--- config.mk ---
export PLATFORM = sky130hd
export DESIGN_NAME = boundary_index_mapper
export DESIGN_NICKNAME = d
export VERILOG_FILES = /design/src/hw/rtl/bim_pkg.sv /design/src/hw/rtl/bim_cell.sv /design/src/hw/rtl/boundary_index_mapper.sv
export VERILOG_INCLUDE_DIRS = /design/src /design/src/hw/rtl
export SDC_FILE = /design/constraint.sdc
export NUM_CORES = 1
export LEC_CHECK = 0
export ABC_CLOCK_PERIOD_IN_PS = 5200
export BUFFER_PORTS_ARGS = -buffer_cell sky130_fd_sc_hd__clkbuf_2
export CORE_MARGIN = 1
export CORE_UTILIZATION = 50
export CTS_CLUSTER_SIZE = 28
export DETAILED_ROUTE_END_ITERATION = 12
export PLACE_DENSITY_LB_ADDON = 0.05
export RECOVER_POWER = 25
export SKIP_LAST_GASP = 1
export SYNTH_ARGS = -nofsm -noshare
export SYNTH_HDL_FRONTEND = slang
export SYNTH_SLANG_ARGS = --single-unit
--- constraint.sdc ---
create_clock -name clk_i -period 5.2 [get_ports clk_i]
set_input_delay 0.52 -clock clk_i [delete_from_list [all_inputs] [get_ports clk_i]]
set_output_delay 0.52 -clock clk_i [all_outputs]
set_load 0.02 [all_outputs]
--- src/hw/rtl/assert_macros.svh ---
// Assertion macros used by the boundary index mapper top level.
`ifndef ASSERT_MACROS_SVH
`define ASSERT_MACROS_SVH

// Check a property on every rising clock edge, off while reset is asserted.
`define ASSERT_CLK(label, clk, rst_n, prop, msg) \
  label: assert property (@(posedge clk) disable iff (!rst_n) (prop)) else $error(msg);

// Check that a condition implies a consequence in the same cycle.
`define ASSERT_IMPLY(label, clk, rst_n, cond, cons, msg) \
  `ASSERT_CLK(label, clk, rst_n, (cond) |-> (cons), msg)

`endif

--- src/hw/rtl/bim_pkg.sv ---
// Shared types for the boundary index mapper.
package bim_pkg;

  typedef enum logic [1:0] {
    OP_CLIP = 2'd0,
    OP_WRAP = 2'd1,
    OP_FOLD = 2'd2
  } bim_op_e;

  // Control bits that travel with each request down the cell chain.
  typedef struct packed {
    bim_op_e op;
    logic    neg;
    logic    ok;
    logic    fold_one;
  } bim_ctl_t;

endpackage

--- src/hw/rtl/bim_cell.sv ---
// One restoring-division cell: consumes one dividend bit per request.
module bim_cell import bim_pkg::*; #(
  parameter int unsigned DW  = 16,
  parameter int unsigned DVW = 17
) (
  input  logic           clk_i,
  input  logic           rst_ni,
  input  logic           valid_i,
  output logic           stall_o,
  input  bim_ctl_t       ctl_i,
  input  logic [DW-1:0]  dvd_i,
  input  logic [DVW-1:0] rem_i,
  input  logic [DVW-1:0] div_i,
  output logic           valid_o,
  input  logic           stall_i,
  output bim_ctl_t       ctl_o,
  output logic [DW-1:0]  dvd_o,
  output logic [DVW-1:0] rem_o,
  output logic [DVW-1:0] div_o
);

  logic           valid_q;
  logic           take;
  logic [DVW:0]   trial;
  logic [DVW:0]   diff;
  logic [DVW-1:0] rem_d;
  logic [DW-1:0]  dvd_d;
  bim_ctl_t       ctl_q;
  logic [DW-1:0]  dvd_q;
  logic [DVW-1:0] rem_q;
  logic [DVW-1:0] div_q;

  // Hold while a stored request waits on a stalled neighbor.
  assign stall_o = valid_q && stall_i;
  assign take    = !stall_o;

  // Shift in the next dividend bit and subtract the divisor when it fits.
  always_comb begin
    trial = {rem_i, dvd_i[DW-1]};
    diff  = trial - {1'b0, div_i};
    rem_d = (trial >= {1'b0, div_i}) ? diff[DVW-1:0] : trial[DVW-1:0];
    dvd_d = {dvd_i[DW-2:0], 1'b0};
  end

  always_ff @(posedge clk_i or negedge rst_ni) begin
    if (!rst_ni) begin
      valid_q <= 1'b0;
    end else if (take) begin
      valid_q <= valid_i;
    end
  end

  // Load payload on each accepted request.
  always_ff @(posedge clk_i) begin
    if (take && valid_i) begin
      ctl_q <= ctl_i;
      dvd_q <= dvd_d;
      rem_q <= rem_d;
      div_q <= div_i;
    end
  end

  assign valid_o = valid_q;
  assign ctl_o   = ctl_q;
  assign dvd_o   = dvd_q;
  assign rem_o   = rem_q;
  assign div_o   = div_q;

endmodule

--- src/hw/rtl/boundary_index_mapper.sv ---
// Boundary index mapper top level: clip, wrap and fold of a position into a list.
// Pipeline: one division cell per dividend bit, then the output register.
// Throughput: one request per cycle; every cell and the output register hand on
// each cycle, and a stalled output only backs up the cells that are full.
// Reset: asynchronous, active low; clears the valid bit of every stage only.
module boundary_index_mapper import bim_pkg::*; #(
  parameter int unsigned POS_BITS = 16,
  parameter int unsigned LEN_BITS = 16
) (
  input  logic                clk_i,
  input  logic                rst_ni,
  input  logic                in_valid_i,
  output logic                in_stall_o,
  input  logic [1:0]          operation_i,
  input  logic [POS_BITS-1:0] pos_i,
  input  logic [LEN_BITS-1:0] length_i,
  output logic                out_valid_o,
  input  logic                out_stall_i,
  output logic [LEN_BITS-1:0] index_o,
  output logic                valid_res_o
);

  localparam int unsigned DW  = (POS_BITS > LEN_BITS) ? POS_BITS : LEN_BITS;
  localparam int unsigned DVW = LEN_BITS + 1;

  logic [DW:0]    vld_s;
  logic [DW:0]    stl_s;
  bim_ctl_t       ctl_s [DW+1];
  logic [DW-1:0]  dvd_s [DW+1];
  logic [DVW-1:0] rem_s [DW+1];
  logic [DVW-1:0] div_s [DW+1];

  logic [POS_BITS-1:0] pos_mag;
  logic [LEN_BITS-1:0] len_m1;
  bim_ctl_t            ctl_in;
  logic [DW-1:0]       dvd_in;
  logic [DVW-1:0]      div_in;

  // Pick dividend and divisor per mode; clip is folded into a remainder by length.
  always_comb begin
    pos_mag         = pos_i[POS_BITS-1] ? (~pos_i + POS_BITS'(1)) : pos_i;
    len_m1          = length_i - LEN_BITS'(1);
    ctl_in.op       = OP_CLIP;
    ctl_in.neg      = pos_i[POS_BITS-1];
    ctl_in.ok       = (length_i != '0);
    ctl_in.fold_one = (length_i == LEN_BITS'(1));
    dvd_in          = '0;
    div_in          = {1'b0, length_i};
    case (operation_i)
      OP_CLIP: begin
        ctl_in.op = OP_CLIP;
        if (pos_i[POS_BITS-1]) begin
          dvd_in = '0;
        end else if (DW'(pos_i) >= DW'(length_i)) begin
          dvd_in = DW'(len_m1);
        end else begin
          dvd_in = DW'(pos_i);
        end
      end
      OP_WRAP: begin
        ctl_in.op = OP_WRAP;
        dvd_in    = DW'(pos_mag);
      end
      OP_FOLD: begin
        ctl_in.op = OP_FOLD;
        dvd_in    = DW'(pos_mag);
        div_in    = {len_m1, 1'b0};
      end
      default: begin
        ctl_in.ok = 1'b0;
      end
    endcase
  end

  assign vld_s[0]   = in_valid_i;
  assign ctl_s[0]   = ctl_in;
  assign dvd_s[0]   = dvd_in;
  assign rem_s[0]   = '0;
  assign div_s[0]   = div_in;
  assign in_stall_o = stl_s[0];

  // Chain of division cells, most significant dividend bit first.
  for (genvar k = 0; k < DW; k++) begin : g_cell
    bim_cell #(
      .DW  (DW),
      .DVW (DVW)
    ) u_cell (
      .clk_i   (clk_i),
      .rst_ni  (rst_ni),
      .valid_i (vld_s[k]),
      .stall_o (stl_s[k]),
      .ctl_i   (ctl_s[k]),
      .dvd_i   (dvd_s[k]),
      .rem_i   (rem_s[k]),
      .div_i   (div_s[k]),
      .valid_o (vld_s[k+1]),
      .stall_i (stl_s[k+1]),
      .ctl_o   (ctl_s[k+1]),
      .dvd_o   (dvd_s[k+1]),
      .rem_o   (rem_s[k+1]),
      .div_o   (div_s[k+1])
    );
  end

  logic           out_valid_q;
  logic [DVW-1:0] rem_f;
  logic [DVW-1:0] comp_f;
  logic [DVW-1:0] idx_f;
  logic [LEN_BITS-1:0] index_q;
  logic                ok_q;

  // Finish each mode from the remainder: floor correction for wrap, mirror for fold, as is for clip.
  always_comb begin
    rem_f  = rem_s[DW];
    comp_f = div_s[DW] - rem_f;
    case (ctl_s[DW].op)
      OP_WRAP: idx_f = (ctl_s[DW].neg && (rem_f != '0)) ? comp_f : rem_f;
      OP_FOLD: begin
        if (ctl_s[DW].fold_one) begin
          idx_f = '0;
        end else begin
          idx_f = (rem_f < comp_f) ? rem_f : comp_f;
        end
      end
      default: idx_f = rem_f;
    endcase
    if (!ctl_s[DW].ok) begin
      idx_f = '0;
    end
  end

  assign stl_s[DW] = out_valid_q && out_stall_i;

  always_ff @(posedge clk_i or negedge rst_ni) begin
    if (!rst_ni) begin
      out_valid_q <= 1'b0;
    end else if (!stl_s[DW]) begin
      out_valid_q <= vld_s[DW];
    end
  end

  // Load the result register when the last cell hands on.
  always_ff @(posedge clk_i) begin
    if (vld_s[DW] && !stl_s[DW]) begin
      index_q <= idx_f[LEN_BITS-1:0];
      ok_q    <= ctl_s[DW].ok;
    end
  end

  assign out_valid_o = out_valid_q;
  assign index_o     = index_q;
  assign valid_res_o = ok_q;

`include "assert_macros.svh"

  `ASSERT_IMPLY(a_stall_full, clk_i, rst_ni, in_stall_o, &vld_s[DW:1], "stall with empty cell")
  `ASSERT_CLK(a_last_handoff, clk_i, rst_ni, (vld_s[DW] && !stl_s[DW]) |=> out_valid_o, "result lost")
  `ASSERT_IMPLY(a_rem_bound, clk_i, rst_ni, vld_s[DW] && (div_s[DW] != '0), rem_s[DW] < div_s[DW], "remainder not below divisor")
  `ASSERT_IMPLY(a_invalid_zero, clk_i, rst_ni, out_valid_o && !valid_res_o, index_o == '0, "invalid result with nonzero index")
  `ASSERT_IMPLY(a_dvd_spent, clk_i, rst_ni, vld_s[DW], dvd_s[DW] == '0, "dividend bits left over")

endmodule
# Yosys cells after proc, flatten, opt, wreduce, memory -nomap -nowiden
# Cells that the tools add are included.
[word_totals]
reg_bits = 778
latch_bits = 0
ramBits = 0
mem_bits_ro = 0
in_bits = 38
mem_count = 0
[op_classes]
addsub = 19
multipliers = 0
n_div = 0
order_cmp = 18
n_eq_ne = 5
shifts = 0
mux = 26
bitwise_logic = 1
n_reduce_logical = 57
[ops]
columns = ["cell", "n"]
rows = [
  ["two-way mux 17 bit", 16],
  ["subtractor 17 bit", 16],
  [">= comparator 18 x 17 -> 1 bit", 15],
  ["two-way mux 16 bit", 6],
  ["case mux 16 bit (2 select lines)", 2],
  ["logical AND 1 bit", 35],
  [">= comparator 1 x 17 -> 1 bit", 1],
  ["zero test 1 bit", 17],
  ["less-than comparator 17 bit", 1],
  ["nonzero test 17 bit", 1],
  ["subtractor 1 x 17 -> 17 bit", 1],
  ["adder 16 x 1 -> 16 bit, second input constant", 1],
  ["equality test 16 x 1 -> 1 bit, second input constant", 1],
  [">= comparator 16 bit", 1],
  ["inverter 16 bit", 1],
  ["nonzero test 16 bit", 1],
  ["subtractor 16 x 1 -> 16 bit, second input constant", 1],
  ["equality test 2 x 1 -> 1 bit, second input constant", 2],
  ["equality test 2 bit, second input constant", 2],
  ["case mux 2 bit (2 select lines)", 1],
  ["OR reduction 3 bit", 1],
  ["zero test 2 bit", 1],
  ["OR reduction 2 bit", 1],
  ["two-way mux 1 bit", 1],
]

# Longest topological paths before layout
[depth]
depth_word = 19
mapped_depth = 20
depth_no_buf = 19

# Cells and area by module
# Synthesis repeated with hierarchy kept, for this count alone.
[unflattened]
hier_cells = 4164
area_unflattened_um2 = 49155.9
[by_module_without_submodules]
columns = ["mod", "instances", "cells_per_inst", "area_each_um2", "seq_area_each_um2"]
rows = [
  ["bim_cell", 16, 229, 2836.5, 1646.6],
  ["boundary_index_mapper", 1, 500, 3772.4, 535.5],
]

# Worst setup path after synthesis
# No wires, ideal clock.
[synth_timing]
kind = "reg-to-reg"
start = "register out_valid_q, in the netlist out_valid_o"
end = "register g_cell[1].u_cell.ctl_q (netlist bit g_cell[1].u_cell.ctl_o[0]) (enable)"
setup_time_ns = 0.496
arrival_ns = 3.970
path_slack_ns = 0.734
stages_incl_launch_ff = 8
n_path_buf = 0
path_cell_list = "dfrtp_1 and4_1 and3_1 nand2_1 nor3_1 nand2_1 nor2_1 a31oi_1"
[synth_between]
elab_chain_len = 18
[synth_rtl]
columns = ["element", "line_no", "rtl"]
rows = [
  ["start: declaration", "boundary_index_mapper.sv:105", "logic out_valid_q;"],
  ["start signal: assignment", "boundary_index_mapper.sv:138", "out_valid_q <= vld_s[DW];"],
  ["logical AND 1 bit", "boundary_index_mapper.sv:132", "assign stl_s[DW] = out_valid_q && out_stall_i;"],
  ["logical AND 1 bit (15 in series)", "bim_cell.sv:34", "assign stall_o = valid_q && stall_i;"],
  ["zero test 1 bit", "bim_cell.sv:35", "assign take = !stall_o;"],
  ["logical AND 1 bit", "bim_cell.sv:55", "if (take && valid_i) begin"],
  ["end signal: assignment", "bim_cell.sv:56", "ctl_q <= ctl_i;"],
  ["end: declaration", "bim_cell.sv:28", "bim_ctl_t ctl_q;"],
]
# No other way between the ends.
# A chain may end at the register's enable or synchronous reset.

# Final worst setup path
[layout_timing]
start = "register g_cell[15].u_cell.rem_q[2]"
end = "register index_q[6], in the netlist index_o[6], data pin"
[layout_between]
elab_chain_len = 5
elab_cells_between_ends = 8
[layout_rtl]
columns = ["element", "line_no", "rtl"]
rows = [
  ["start: declaration", "bim_cell.sv:30", "logic [DVW-1:0] rem_q;"],
  ["start signal: assignment", "bim_cell.sv:58", "rem_q <= rem_d;"],
  ["subtractor 17 bit", "boundary_index_mapper.sv:115", "comp_f = div_s[DW] - rem_f;"],
  ["less-than comparator 17 bit", "boundary_index_mapper.sv:122", "idx_f = (rem_f < comp_f) ? rem_f : comp_f;"],
  ["two-way mux 16 bit", "boundary_index_mapper.sv:122", ""],
  ["two-way mux 16 bit", "boundary_index_mapper.sv:119", "if (ctl_s[DW].fold_one) begin"],
  ["case mux 16 bit (2 select lines) *", "boundary_index_mapper.sv:116", "case (ctl_s[DW].op)"],
  ["end signal: assignment", "boundary_index_mapper.sv:145", "index_q <= idx_f[LEN_BITS-1:0];"],
  ["end: declaration", "boundary_index_mapper.sv:109", "logic [LEN_BITS-1:0] index_q;"],
]
# Mark *: on every way between the ends. The rest lies on a longest branch, timed or not.

==> run_results.csv <==
group,metric,value,unit
min_path,hold_depth,2,
clock_network,post_cts_buffers,0,
power_and_ir_drop,sw_frac_of_total,0.361,
route,drc,0,
route,ant_nets,0,
synth,avgSynthCellArea,12.1,µm²
placement,place_hpwl,68.8,mm
floorplan,coreArea,82600,µm²
power_and_ir_drop,p_int,19.5,mW
timing,post-route-min-period,4420,ps
timing,tns,0,ps
synth,ys_ff_latch,778,
layout,syn_to_final_growth,10.5,%
min_path,hold_path.class,"in2reg",
layout,utilization,0.562,
floorplan,die_x,292,µm
floorplan,chipHeight,292,µm
timing,finalHoldWorstSlack,88.5,ps
clock_network,cts-root-buf,"clkbuf_16",
synth,async_flop_share,0.0219,
timing,maxSlewViolCount,0,
power_and_ir_drop,p_clk_frac,0.194,
critical_path,crit_path_max_fanout,13,
power_and_ir_drop,p_leak,18.7,nW
power_and_ir_drop,powerDensity,656,nW/µm²
clock_network,clock_latency,640,ps
clock_network,cts-hold-fix-buffers,1,
synth,yosysSeqAreaShare,0.554,
power_and_ir_drop,comb_power_share,0.455,
synth,synthCells,3468,
critical_path,rr_worst_depth,19,
layout,nNetsFinal,3955,
clock_network,cts.path.max_buffers,3,
power_and_ir_drop,seqPwrFrac,0.351,
critical_path,worstReg2RegStart,"g_cell[15].u_cell.rem_o[2]",
power_and_ir_drop,peakVddDrop,0.334,mV
clock_network,cts_tree,"yes",
synth,yosysWarningCount,0,
power_and_ir_drop,p_sw,11.0,mW
clock_network,clk_pin_slew,60,ps
critical_path,crit_path_end_kind,"register",
layout,drive_gt1_frac,0.124,
global_route,antenna_found_initial,0,
route,vias,26500,
timing,final_hold_viol_count,0,
timing,setup_viol,0,
layout,n_antenna_cell,0,
critical_path,r2r_end,"index_o[6]",
timing,worstMarginPinSlew,1120,ps
min_path,min_from,"in_valid_i",
layout,regArea,23300,µm²
global_route,grt_pass1_vias,26900,
synth,syn-num-nets,3837,
run_status,outcome,"finished, final reports clean",
clock_network,clock_sinks,778,
flow_run,cap_violations,0,
floorplan,fp-row-count,105,
placement,gp_congestion,0.878,
timing,timing.slew.headroom,0.252,
timing,rsz0062_at_grt,"false",
floorplan,pin_count,57,
clock_network,h-tree-depth,3,
route,vias_per_cell,5.62,
timing,post-route-period-util,0.850,
floorplan,die_area,85300,µm²
synth,synth_edf_count,761,
route,routed_wl,89.1,mm
floorplan,start_util,0.509,
critical_path,start_kind,"register",
placement,port_buffers,56,
critical_path,critPathArrivalTime,4780,ps
clock_network,numCtsBuffers,85,
global_route,grt.total_usage,0.211,
critical_path,path_class,"reg2reg",
critical_path,cp.required,5560,ps
critical_path,reg2reg_slack,780,ps
layout,fill_cells,6813,
route,wire_per_inst,18.9,µm
min_path,worstHoldEndpoint,"g_cell[0].u_cell.valid_o",
route,dr.pass1.iters,5,
synth,netlist_area,42100,µm²
timing,clock_skew,20.2,ps
global_route,overflow,0,
route,drt_iter0_drc,1609,
global_route,grt_pass1_wl,144,mm
timing,max_freq,0.226,GHz
clock_network,cts_resized,0,
synth,synthDistinctLibCells,76,
synth,ys.flop_type,"edfxtp_1",
global_route,grt_max_degree,55,
layout,multi_input_area,17200,µm²
-- kinds of logic after synthesis --
kind of cell               synth area share
muxes                                0.0566
xor gates and xnor gates             0.0435
adders and majority gates             0.101
buffers and inverters                0.0388
AOI/OAI and AO/OA                     0.115
DFF                                   0.554
and+or+nand+nor                      0.0908
-- cell usage in the layout, fill, tap and decap left out, types with 42 or more instances in the layout --
cell and instances:
inv_1 377, ha_1 315, a21o_1 74, a21oi_1 221, mux2_2 182, nor2b_1 64, edfxtp_1 761, nand2_1 172
clkbuf_2 54, o21ai_0 164, xnor2_1 137, o21a_1 52, clkbuf_16 85, nand4_1 42, xor2_1 72, nand3_1 53
nor3_1 78, nor2_1 163
-- Yosys cell counts (all sizes together), types with 17 or more instances --
cell	count	share of area
o21ai	164	0.020
or3	18	0.0027
and3	24	0.0036
mux2	182	0.049
a31oi	24	0.0036
xnor2	137	0.029
nor3	79	0.0095
inv	377	0.034
nand2b	38	0.0057
edfxtp	761	0.54
o31ai	22	0.0039
and2	18	0.0027
o211ai	18	0.0032
a211oi	17	0.0033
xor2	72	0.015
nor2b	68	0.010
or2	30	0.0045
nor2	163	0.015
ha	315	0.094
nand2	172	0.015
o21a	52	0.0093
nand3	53	0.0063
o31a	29	0.0060
a21o	74	0.013
dfrtp	17	0.010
nand4	42	0.0062
mux2i	33	0.0079
a21oi	223	0.027
clkbuf	40	0.0036
-- worst max-delay path: stages, from the launching register on --
cell,delay (ps)
edfxtp_1,420
inv_1,70
ha_1,340
o21a_1,130
o31ai_1,100
a2111oi_0,680
nor2_1,150
o21bai_1,170
a21oi_1,90
xor2_1,170
ha_1,190
a21o_1,170
a21oi_1,210
o211ai_1,140
o211ai_1,290
a31o_2,270
nor2_1,90
a22oi_1,170
buf_4,210
o21ai_0,90
-- layer usage --
layer	track usage	wire, µm	part of all wire	vias up
met5	0	0	0	-
met4	0.0766	3080	0.035	0
met3	0.0288	2640	0.030	180
met2	0.375	45100	0.51	428
met1	0.262	38300	0.43	12800
li1	-	-	-	13100
-- through the flow --
step | area [µm²] | total power [mW] | setup slack [ps] | std cells
floorplan | 42100 | 21.3 | 734 | 3468
global placement | 43700 | 24.3 | 877 | 4568
detailed placement | 43700 | 24.6 | 829 | 4568
CTS | 46500 | 30.7 | 870 | 4724
global route | 46500 | 32.7 | 431 | 4724
finish | 46500 | 30.5 | 782 | 4724
-- final cells by class --
| type | count | share of cell area |
|---|---|---|
| clock buffers | 99 | 0.0469 |
| clock inverters | 56 | 0.0117 |
| inverters | 377 | 0.0305 |
| multi-input cells | 2263 | 0.371 |
| flip-flops and latches | 778 | 0.501 |
| well taps | 1070 | 0.0288 |
| repair buffers | 81 | 0.00999 |
-- registers in the layout (all words and copies together), names as in the netlist --
signal	flops
g_cell.u_cell.ctl_o	80
g_cell.u_cell.valid_o	16
g_cell.u_cell.rem_o	272
g_cell.u_cell.dvd_o	120
index_o	16
valid_res_o	1
g_cell.u_cell.div_o	272
out_valid_o	1
-- power groups by stage --
stage               Sequential, mW  Combinational (mW)  Clock, mW
floorplan                     10.4                10.9          0
global placement              10.8                13.4          0
detailed placement            10.9                13.8          0
CTS                           10.8                13.9       6.07
global route                  10.9                15.5       6.31
finish                        10.7                13.9       5.90
-- how the worst max path moves through the flow --
stage | startpoint | endpoint | slack (ps) | cells past startpoint
after floorplan | out_valid_o | g_cell[1].u_cell.ctl_o[0] | 730 | 7
after global placement | length_i[9] | g_cell[0].u_cell.rem_o[0] | 880 | 16
after detailed placement | length_i[9] | g_cell[0].u_cell.rem_o[0] | 830 | 16
after CTS | g_cell[15].u_cell.rem_o[1] | index_o[1] | 870 | 19
after global routing | g_cell[15].u_cell.rem_o[1] | index_o[4] | 430 | 19
final | g_cell[15].u_cell.rem_o[2] | index_o[6] | 780 | 19
Power figures use the tool's default switching activity.
